`src/hdl/mvcc_ram.sv`:
```
`timescale 1ns / 1ps
// ---------------------------------------------------------------------------
// mvcc_ram
// Generic single-write, single-read RAM with registered read data.
// ---------------------------------------------------------------------------
module mvcc_ram #(
  parameter int WIDTH = 8,
  parameter int DEPTH = 16
) (
  input  logic                     clk,
  input  logic                     wr_en,
  input  logic [$clog2(DEPTH)-1:0] wr_addr,
  input  logic [WIDTH-1:0]         wr_data,
  input  logic                     rd_en,
  input  logic [$clog2(DEPTH)-1:0] rd_addr,
  output logic [WIDTH-1:0]         rd_data
);

  logic [WIDTH-1:0] mem [DEPTH];

  always_ff @(posedge clk) begin
    if (wr_en) begin
      mem[wr_addr] <= wr_data;
    end
    if (rd_en) begin
      rd_data <= mem[rd_addr];
    end
  end

endmodule

```
`config.mk`:
```
export PLATFORM = sky130hd
export DESIGN_NAME = mvcc_ram
export DESIGN_NICKNAME = d
export VERILOG_FILES = /design/src/hdl/mvcc_ram.sv
export SDC_FILE = /design/constraint.sdc
export NUM_CORES = 1
export LEC_CHECK = 0
export BUFFER_PORTS_ARGS = -buffer_cell sky130_fd_sc_hd__buf_4
export CAP_MARGIN = 0
export CORE_ASPECT_RATIO = 1.75
export CORE_MARGIN = 8
export CORE_UTILIZATION = 50
export DETAILED_ROUTE_END_ITERATION = 12
export GPL_TIMING_DRIVEN = 0
export PLACE_DENSITY = 0.66
export SKIP_LAST_GASP = 1
export SYNTH_ARGS = -nofsm -noshare
export SYNTH_HDL_FRONTEND = slang
export SYNTH_SLANG_ARGS = --single-unit
```
`constraint.sdc`:
```
create_clock -name clk -period 2.6 [get_ports clk]
set_input_delay 0.39 -clock clk [delete_from_list [all_inputs] [get_ports clk]]
set_output_delay 0.39 -clock clk [all_outputs]
set_load 0.02 [all_outputs]
```
=== After elaboration in Yosys (flattened, before gate mapping) ===
Memory sizes are Yosys's and may differ from the RTL's. A register that Yosys moved wholly into a read port is not among the register bits.
Cells that the tools add are included.

* Mux-type cells: 2

{| class="wikitable"
|+ Operator list
! cell !! count
|-
| $mux 1 || 2
|}

* Flip-flop bits (word level): 0
* Memories kept: 1
* Bits in writable memories: 128

{| class="wikitable"
|+ Memory list
! memory !! words !! bits a word !! read ports !! clocked after memory_dff !! wr ports !! line !! source
|-
| mem || 16 || 8 || 1 || 1 || 1 || 19 || <nowiki>logic [WIDTH-1:0] mem [DEPTH];</nowiki>
|}

=== Depth between registers and ports, before layout ===
Gate-level depths: netlist (run 1).

* Depth after elaboration: 2
* Mapped depth: 5
* Depth with buffers taken out: 3

=== Least setup slack after synthesis (run 1) ===
Ideal clock, no wire load.

* Path kind: input to register
* From: in wr_addr[2]
* To: mem mem[0][0] (enable)
* Buffers on the path: 0
* Stages on the path: 2
* Setup time: 383 ps
* Data required time: 2217 ps
* Slack: 717 ps
* Arrival: 1500 ps
* Cells stage by stage: or3b_2 nor3_1

{| class="wikitable"
|+ RTL lines
! item !! line !! source
|-
| start, declared || 12 || <nowiki>input logic [$clog2(DEPTH)-1:0] wr_addr,</nowiki>
|-
| end, declared || 19 ||
|}

No word-level cell before the write port.

=== Worst setup path in the final report (run 1) ===
* From: in wr_addr[2]
* To: mem mem[0][6] (enable)

No word-level cell before the write port.

==> metrics, run 1 <==
outcome finished, final reports clean; Overall Global Routing Usage 15.55%; Synth Area in Simple Gates 3.135%; Std-Cell Rows 49; I/O pin cnt 27; WHS Endpoint rd_data[1]; reg2reg start mem[1][2]; first-pass GRT wire length 15.12 mm; Synth Area in XOR/XNOR 0%; Worst Path Required 2620 ps; Worst Path Max Fanout 8; CP Capture Type register; clock skew 6.546 ps; Hold Crit Depth 1; CTS tree built; crit path DAT 2010 ps; mux cell area share after synthesis 14.79%; core area 0.01024 mm²; DR WL/cell 23.98 µm; critical path class in2reg; max cap viols 0; setup TNS 0 ps; Syn Inst Count 229; setup violators final 0; Setup Fix Bufs, Post-CTS 0; FF+latch count, synth 136; Die W 93.30 µm; worst slew pin tran 1289 ps; DRT Pass-1 Iters 4; fin area 0.006181 mm²; Layout Nets 293; worst hold slack 267.3 ps; Synth Warn # 0; DRC violations left 0; placed cell area 0.005574 mm²; fin crit share 76.68%; TritonCTS Buffers 17; min cycle time layout 1994 ps; clk_lat worst skew 410 ps; post-synthesis area per instance 22.83 µm²; GPL Wtd Cong 0.8050; Routed Wire Length 9.926 mm; die area 0.01411 mm²; initial cell density of the core 51.06%; LEAKAGE 0.002068 µW; root buf cell clkbuf_16; Die Span Y 151.3 µm; syn nets 248; Final Hold Viols 0; antenna violations before repair 0; CTS max path bufs 2; Peak Freq 0.5016 GHz; CP startpoint kind input port; final core utilization 60.37%; post-CTS resize count 0; post-synthesis sequential area ratio 78.12%; largest net degree at the start of global routing 17; area grow syn2layout 18.24%; VDD IR max 514.2 µV; vias in the first global route 2466; Slew headroom 13.38%; CTS sink cnt 136; Slew Viols, Final 0; reg2reg setup slack 1000 ps; GRT Residual Overflow 0; CTS Hold Buffers Added 0; drt initial violations 192; Synth cell types 18; setup repair after global routing missed its margin no; ANT nets after route 0; Synth Area in Adders 0%; post-synthesis compound-gate area fraction 2.298%; port bufs 25; Hold Startpoint rd_en; ANT cells 0; Reg-to-Reg End rd_data[2]; HPWL after DPL 6.617 mm; largest family of logic cells by synthesized area multiplexers; R2R depth 3; Netlist Area Pre-Place 0.005228 mm²; Power Density 831.7 mW/mm²; vias 2368; H-tree levels 4; Fill cells 712; share of post-route cells with drive strength above 1 28.22%; Hold Path Class in2reg; Via density 5.720; clock slew at reported path FFs 50 ps
[layer usage]
layer / up-vias / wire length, µm / global-route usage, % / share of wire, %
met5: - / 0 / 0 / 0
met2: 65 / 5332 / 25.69 / 54
met1: 1224 / 4027 / 18.00 / 41
met3: 10 / 412 / 4.864 / 4.2
li1: 1069 / - / - / -
met4: 0 / 153 / 7.137 / 1.5
[cells in the mapped netlist, drive strengths merged]
| cell | instances | area share (%) |
|---|---|---|
| mux4 | 32 | 15 |
| nand3 | 1 | 0.096 |
| clkdlybuf4s25 | 3 | 0.57 |
| nor2 | 13 | 0.93 |
| and2 | 1 | 0.12 |
| nand2 | 9 | 0.65 |
| edfxtp | 136 | 78 |
| nand3b | 2 | 0.29 |
| nor2b | 1 | 0.12 |
| a22oi | 16 | 2.3 |
| and2b | 1 | 0.14 |
| nand2b | 2 | 0.24 |
| buf | 7 | 1.1 |
| or3b | 1 | 0.17 |
| nor3 | 4 | 0.38 |
[power breakdown]
part | leakage, µW | switching, µW | internal, µW | total (µW)
Sequential | 0.00124 | 10.7 | 2470 | 2480
Combinational | 0.000545 | 147 | 109 | 256
Clock | 0.000287 | 815 | 1590 | 2400
Total | 0.00207 | 973 | 4170 | 5140
[logic make-up (layout without fill, tap and decap cells)]
logic type	Yosys count	in the layout
AND/OR/NAND/NOR	35	35
AO/OA/AOI/OAI	16	16
multiplexers	32	32
buffers and inverters	10	68
flip-flops	136	136
[registers in the layout, indices dropped and copies added, names as in the netlist]
name,cells
rd_data,8
mem,128
[cell usage in the layout (no fill, tap or decap), drive strengths merged]
cell / instances
and2b: 1
nand3b: 2
and2: 1
mux4: 32
or3b: 1
clkdlybuf4s25: 3
a22oi: 16
clkbuf: 22
nand3: 1
buf: 32
edfxtp: 136
nand2b: 2
nor2b: 1
bufinv: 4
nor3: 4
nand2: 9
clkinvlp: 1
nor2: 13
clkinv: 6
[worst max-delay path, cell delays in order]
cell,delay [ps]
buf_4,120
or3b_2,510
nor3_1,980
[through the flow]
stage               instances  total power [µW]  setup slack [ps]
floorplan                 229              2664             717.1
global placement          381              2779             105.4
CTS                       413              5181             533.2
finish                    414              5141             606.4
global route              414              5309             476.0
detailed placement        381              2788             100.3
[worst max path at each step]
| stage | from | end | slack [ps] |
|---|---|---|---|
| 3_5_place_dp | wr_addr[2] | mem[0][4] | 100 |
| 5_1_grt | wr_addr[2] | mem[0][6] | 480 |
| 4_1_cts | wr_addr[2] | mem[0][6] | 530 |
| 2_1_floorplan | wr_addr[2] | mem[0][0] | 720 |
| 6_report | wr_addr[2] | mem[0][6] | 610 |
| 3_3_place_gp | wr_addr[2] | mem[0][3] | 110 |
[area by class of cell]
type	instances	area (µm²)	share of cell area [%]
clock buffer	21	440.4	7.125
clock inverter	11	153.9	2.490
buffer	10	86.33	1.397
timing repair buffer	26	195.2	3.158
tap	127	158.9	2.571
sequential	136	4084	66.07
multi-input combinational	83	1062	17.19
Power figures use the tool's default switching activity.
==> run 2: changes to the inputs <==
Settings changed: ABC_AREA set to 1.
Clock period 2.6 ns to 1.96 ns, I/O delays scaled along.
==> run 2 against run 1 <==
Against the previous run:
- largest cell class unchanged
- setup slack worse by 3.1 ps
- clock skew up 1.6 ps
- non-clock buffer count increased by 11
- via count grew 65%
- critical path depth is the same
==> metrics, run 2 <==
Die W 97.75 µm (was 93.30 µm); Synth area leader edfxtp_1 (unchanged); CP delay by family, top simple AND/OR/NAND/NOR gates (unchanged); first-pass GRT wire length 21.93 mm (was 15.12 mm); Largest regs mem: 128 flops, rd_data: 8 flops (unchanged); Placed Instances 709 (was 381); DRC violations left 0 (unchanged); largest net degree at the start of global routing 17 (unchanged); Final Hold Viols 0 (unchanged); Pwr Total 6802 µW (was 5141 µW); Die Span Y 159.1 µm (was 151.3 µm); Routed Wire Length 14.43 mm (was 9.926 mm); Hold Crit Depth 1 (unchanged); die area 0.01555 mm² (was 0.01411 mm²); critical path class in2reg (unchanged); vias 3906 (was 2368); TritonCTS Buffers 17 (unchanged); ANT nets after route 0 (unchanged); most frequent cells in the layout nand2_1 (173), edfxtp_1 (136), inv_1 (100) (was edfxtp_1 (136), buf_4 (26), mux4_2 (18)); fin crit share 69.22%; setup TNS 0 ps (unchanged); GPL Wtd Cong 0.9717 (was 0.8050); ANT cells 0 (unchanged); share of post-route cells with drive strength above 1 12.71% (was 28.22%); Largest Register mem (unchanged); area grow syn2layout 15.47% (was 18.24%); H-tree levels 4 (unchanged); Hold Startpoint rd_en (unchanged); HPWL after DPL 9.788 mm (was 6.617 mm); min cycle time layout 1357 ps; clock skew 8.140 ps (was 6.546 ps); outcome finished, final reports clean (unchanged); Synth top area share 69.85% (was 78.12%); Layout Nets 612 (was 293); reg2reg setup slack 740 ps (was 1000 ps); reg2reg start mem[0][3] (was mem[1][2]); clk_lat worst skew 420 ps (was 410 ps); most common cell after layout, fill and taps aside nand2_1 (was edfxtp_1); Multi-input gate area 0.001214 mm² (was 0.001062 mm²); post-synthesis sequential area ratio 69.85% (was 78.12%); Synth Warn # 0 (unchanged); clock slew at reported path FFs 60 ps (was 50 ps); drt initial violations 394 (was 192); FF+latch count, synth 136 (unchanged); port bufs 23 (was 25); antenna violations before repair 0 (unchanged); VDD IR max 1216 µV (was 514.2 µV); CTS max path bufs 2 (unchanged); post-synthesis area per instance 10.61 µm² (was 22.83 µm²); Setup Fix Bufs, Post-CTS 0 (unchanged); max incr delay on CP 740 ps (was 980 ps); Synth cell types 11 (was 18); worst slew pin tran 908.1 ps (was 1289 ps); Reg-to-Reg End rd_data[3] (was rd_data[2]); vias in the first global route 3978 (was 2466); register area 0.004084 mm² (unchanged); syn nets 570 (was 248); Std-Cell Rows 52 (was 49); CP Capture Type register (unchanged); Slew Viols, Final 0 (unchanged); final cell count without fillers 741 (was 414); setup violators final 0 (unchanged); Via density 5.271 (was 5.720); DR WL/cell 19.48 µm (was 23.98 µm); Hold Path Class in2reg (unchanged); max reg flops 128 (unchanged); Fill cells 944 (was 712); max cap viols 0 (unchanged); fraction of registers with async set/reset 0% (unchanged); CTS sink cnt 136 (unchanged); CP startpoint kind input port (unchanged); Slew headroom 39.24% (was 13.38%); Worst Path Required 2000 ps (was 2620 ps); WHS Endpoint rd_data[3] (was rd_data[1]); DRT Pass-1 Iters 5 (was 4); I/O pin cnt 27 (unchanged); synth top area cells edfxtp_1 (70%), nand2_1 (11%), nand3_1 (8.3%) (was edfxtp_1 (78%), mux4_2 (7.8%), mux4_1 (7.0%)); Netlist Area Pre-Place 0.005847 mm² (was 0.005228 mm²); GRT Residual Overflow 0 (unchanged); setup repair after global routing missed its margin no (unchanged); Power Density 1007 mW/mm² (was 831.7 mW/mm²); post-CTS resize count 0 (unchanged); CTS tree built (unchanged); core area 0.01152 mm² (was 0.01024 mm²); R2R depth 6 (was 3); number of synthesized flops with an enable pin 136 (unchanged); root buf cell clkbuf_16 (unchanged); LEAKAGE 0.002920 µW (was 0.002068 µW); CP cell instances buf_4 > nand3b_1 > nor2_1 (was buf_4 > or3b_2 > nor3_1); initial cell density of the core 50.77% (was 51.06%); count leader, synth nand2_1 (was edfxtp_1); Overall Global Routing Usage 19.18% (was 15.55%); CTS Hold Buffers Added 0 (unchanged); crit path DAT 1390 ps (was 2010 ps); Synth Flop Type edfxtp_1 (unchanged); Worst Path Max Fanout 8 (unchanged); Peak Freq 0.7371 GHz; commonest cells in the netlist nand2_1 (173), edfxtp_1 (136), inv_1 (100), nand3_1 (97), nor2_1 (17) (was edfxtp_1 (136), mux4_2 (18), a22oi_1 (16), mux4_1 (14), nor2_1 (13)); Syn Inst Count 551 (was 229); slowest CP cell nor2_1 (was nor3_1); Buf/Inv on CP 1 (unchanged)
## run 2: cell count changes after synthesis, sizes merged, moves of 2 or more
cell	before	now
nand3	1	97
mux4	32	0
clkdlybuf4s25	3	0
inv	0	102
nand2b	2	0
buf	7	24
nor2	13	17
nor3	4	0
nand2	9	173
a22oi	16	0
## run 2: worst max path at each step
stage,startpoint,endpoint,slack [ps],cells after the start
after floorplan,wr_addr[2],mem[10][0],720,2
after global placement,wr_addr[2],mem[9][7],240,3
after detailed placement,wr_addr[2],mem[8][3],170,3
after CTS,wr_addr[2],mem[8][1],620,3
after global routing,wr_addr[2],mem[8][1],540,3
final,wr_addr[2],mem[8][3],600,3
## run 2: worst reg2reg max path, stage by stage (launching register included)
cell	delay [ps]
edfxtp_1	370
inv_1	70
nand2_1	50
nand3_1	90
nand3_1	170
nand3_1	170
nand2_1	80
## run 2: layout make-up
class	count	area share, %
flip-flops and latches	136	60.49
multi-input cells	289	17.98
clock buffers	19	6.412
inverters	102	5.671
repair buffers	23	2.557
well taps	135	2.502
plain buffers	24	2.465
clock inverters	13	1.927
## run 2: kinds of logic (layout without fill, tap and decap cells)
kind of cell | count (synthesis) | count (layout) | share of synthesized area, %
buffers and inverters | 126 | 181 | 9.394
flip-flops | 136 | 136 | 69.85
AND/OR/NAND/NOR | 289 | 289 | 20.76
## run 2: where the power goes
group / internal (µW) / switching, µW / total [µW]
registers: 3280 / 15.8 / 3290
clock network: 1860 / 1190 / 3050
logic: 139 / 318 / 457
## run 2: routing by layer
metal	wire length [µm]	track usage (%)	share of wire [%]
met3	711	4.991	4.9
met2	7473	33.23	52
met1	5488	19.94	38
met5	0	0	0
met4	759	12.42	5.3
## run 2: per-stage QoR
step	area [µm²]	worst slack, ps	hold slack [ps]	utilization (%)
after floorplan	5847	715.2	392.9	-
after global placement	6188	243.7	569.1	53.74
after detailed placement	6188	174.7	578.8	53.74
after CTS	6751	617.2	142.9	58.63
after global routing	6751	541.5	142.2	58.63
final	6751	603.3	151.9	58.63
==> run 3: changes to the inputs <==
Settings changed: ABC_AREA 1 to 0.
Clock period 1.96 ns to 1.3 ns, I/O delays scaled along.
==> run 3 against run 2 <==
Against the previous run:
- the run now ends with negative setup slack left
- sequential share of layout area rose by 5.9 points
- highest routed layer unchanged
- critical path depth is the same
- register-to-register slack got worse by 880 ps
- final cell count shrank 44%
- combinational power increased by 23%
- critical path type is now reg2reg
- via count decreased by 39%
- largest power group unchanged
- first-iteration DRC count decreased by 47%
- clock skew shrank 3.5 ps
==> metrics, run 3 (synthesis gave the netlist of run 1 again) <==
Peak Freq 0.6965 GHz; core area 0.01024 mm² (was 0.01152 mm²); Hold Path Class in2reg (unchanged); GR Util met3 5.707% (was 4.991%); ANT nets after route 0 (unchanged); Critical Path Start mem[1][4] (was wr_addr[2]); GR Util met2 26.86% (was 33.23%); Overall Global Routing Usage 15.74% (was 19.18%); CTS max path bufs 2 (unchanged); Std-Cell Rows 49 (was 52); root buf cell clkbuf_16 (unchanged); port bufs 25 (was 23); CTS tree built (unchanged); Routed Wire Length 10.12 mm (was 14.43 mm); crit path DAT 1590 ps (was 1390 ps); Worst Path Max Fanout 1 (was 8); Hold Startpoint rd_en (unchanged); ANT cells 0 (unchanged); vias in the first global route 2590 (was 3978); Placed Instances 381 (was 709); GRT Residual Overflow 0 (unchanged); Layout Nets 292 (was 612); Die W 93.30 µm (was 97.75 µm); Pwr Total 9764 µW (was 6802 µW); Largest regs mem: 128 flops, rd_data: 8 flops (unchanged); worst slew pin tran 845.5 ps (was 908.1 ps); HPWL after DPL 6.625 mm (was 9.788 mm); clock slew at reported path FFs 50 ps (was 60 ps); I/O pin cnt 27 (unchanged); most frequent cells in the layout edfxtp_1 (136), mux4_2 (32), buf_4 (25) (was nand2_1 (173), edfxtp_1 (136), inv_1 (100)); Largest Register mem (unchanged); Fill cells 725 (was 944); reg2reg start mem[1][4] (was mem[0][3]); DR WL/cell 24.50 µm (was 19.48 µm); Die Span Y 151.3 µm (was 159.1 µm); final cell count without fillers 413 (was 741); TritonCTS Buffers 17 (unchanged); CP startpoint kind register (was input port); critical path class reg2reg (was in2reg); fin area 0.006152 mm² (was 0.006751 mm²); fin crit share 110.4%; final core utilization 60.09% (was 58.63%); DRC violations left 0 (unchanged); clk_lat worst skew 410 ps (was 420 ps); first-pass GRT wire length 15.10 mm (was 21.93 mm); min cycle time layout 1436 ps; busiest layer in global routing met2 (unchanged); share of post-route cells with drive strength above 1 38.11% (was 12.71%); CP Capture Type register (unchanged); placed cell area 0.005595 mm² (was 0.006188 mm²); max cap viols 0 (unchanged); GPL Wtd Cong 0.7848 (was 0.9717); Via density 5.777 (was 5.271); largest net degree at the start of global routing 17 (unchanged); Worst Path Required 1460 ps (was 2000 ps); max reg flops 128 (unchanged); die area 0.01411 mm² (was 0.01555 mm²); Slew headroom 43.42% (was 39.24%); Slew Viols, Final 0 (unchanged); H-tree levels 4 (unchanged); final setup margin -135.8 ps (was 603.3 ps); Final Hold Viols 0 (unchanged); initial cell density of the core 51.06% (was 50.77%); setup TNS -857.5 ps (was 0 ps); drt initial violations 208 (was 394); CTS sink cnt 136 (unchanged); VDD IR max 997.0 µV (was 1216 µV); failing checks negative setup slack; LEAKAGE 0.002001 µW (was 0.002920 µW); outcome finished with violations (was finished, final reports clean); DRT Pass-1 Iters 4 (was 5); area grow syn2layout 17.69% (was 15.47%); M1 GR Usage 16.09% (was 19.94%); clock skew 4.651 ps (was 8.140 ps); setup violators final 8 (was 0); Power Density 1587 mW/mm² (was 1007 mW/mm²); antenna violations before repair 0 (unchanged); vias 2386 (was 3906); setup repair after global routing missed its margin yes (was no); most common cell after layout, fill and taps aside edfxtp_1 (was nand2_1)
[run 3: metrics by stage]
step	hold WS [ps]	setup slack (ps)
floorplan	293.9	-95.40
detailed placement	485.4	-322.8
global route	54.50	-169.8
finish	65.50	-135.8
CTS	55.00	-122.7
global placement	473.8	-326.7
[run 3: worst paths after layout]
| check | end | slack, ps | cells after the start |
|---|---|---|---|
| max reg2reg | rd_data[4] | -140 | 3 |
| min reg2reg | rd_data[6] | 770 | 3 |
| max | rd_data[4] | -140 | 3 |
| min | rd_data[4] | 70 | 1 |
[run 3: critical path, cell delays in order, from the launching register on]
cell,delay [ps]
edfxtp_1,370
mux4_2,520
a22oi_2,210
nand2_1,90
[run 3: area by class of cell]
cell class	instances	area, µm²	area share [%]
Clock inverter	13	87.58	1.424
Tap cell	127	158.9	2.583
Buffer	10	120.1	1.952
Timing Repair Buffer	25	187.7	3.051
Multi-Input combinational cell	83	1081	17.57
Clock buffer	19	432.9	7.037
Sequential cell	136	4084	66.38
[run 3: metal layers]
metal  vias up  share of wire [%]
met2        87                 55
met1      1222                 36
met5         -                  0
met3        23                5.7
li1       1054                  -
met4         0                3.5
[run 3: repair_timing]
action	4_1_cts	5_1_grt
pin swaps	2	0
gates resized for setup	8	1
buffers inserted	0	0
setup endpoints to repair	8	8
hold buffers	0	0
hold endpoints to repair	0	0
[run 3: power breakdown]
part	internal (µW)	switching (µW)	total, µW	leakage, µW
registers	4940	21.5	4960	0.00124
clock network	2570	1670	4240	0.000260
logic	245	318	563	0.000505
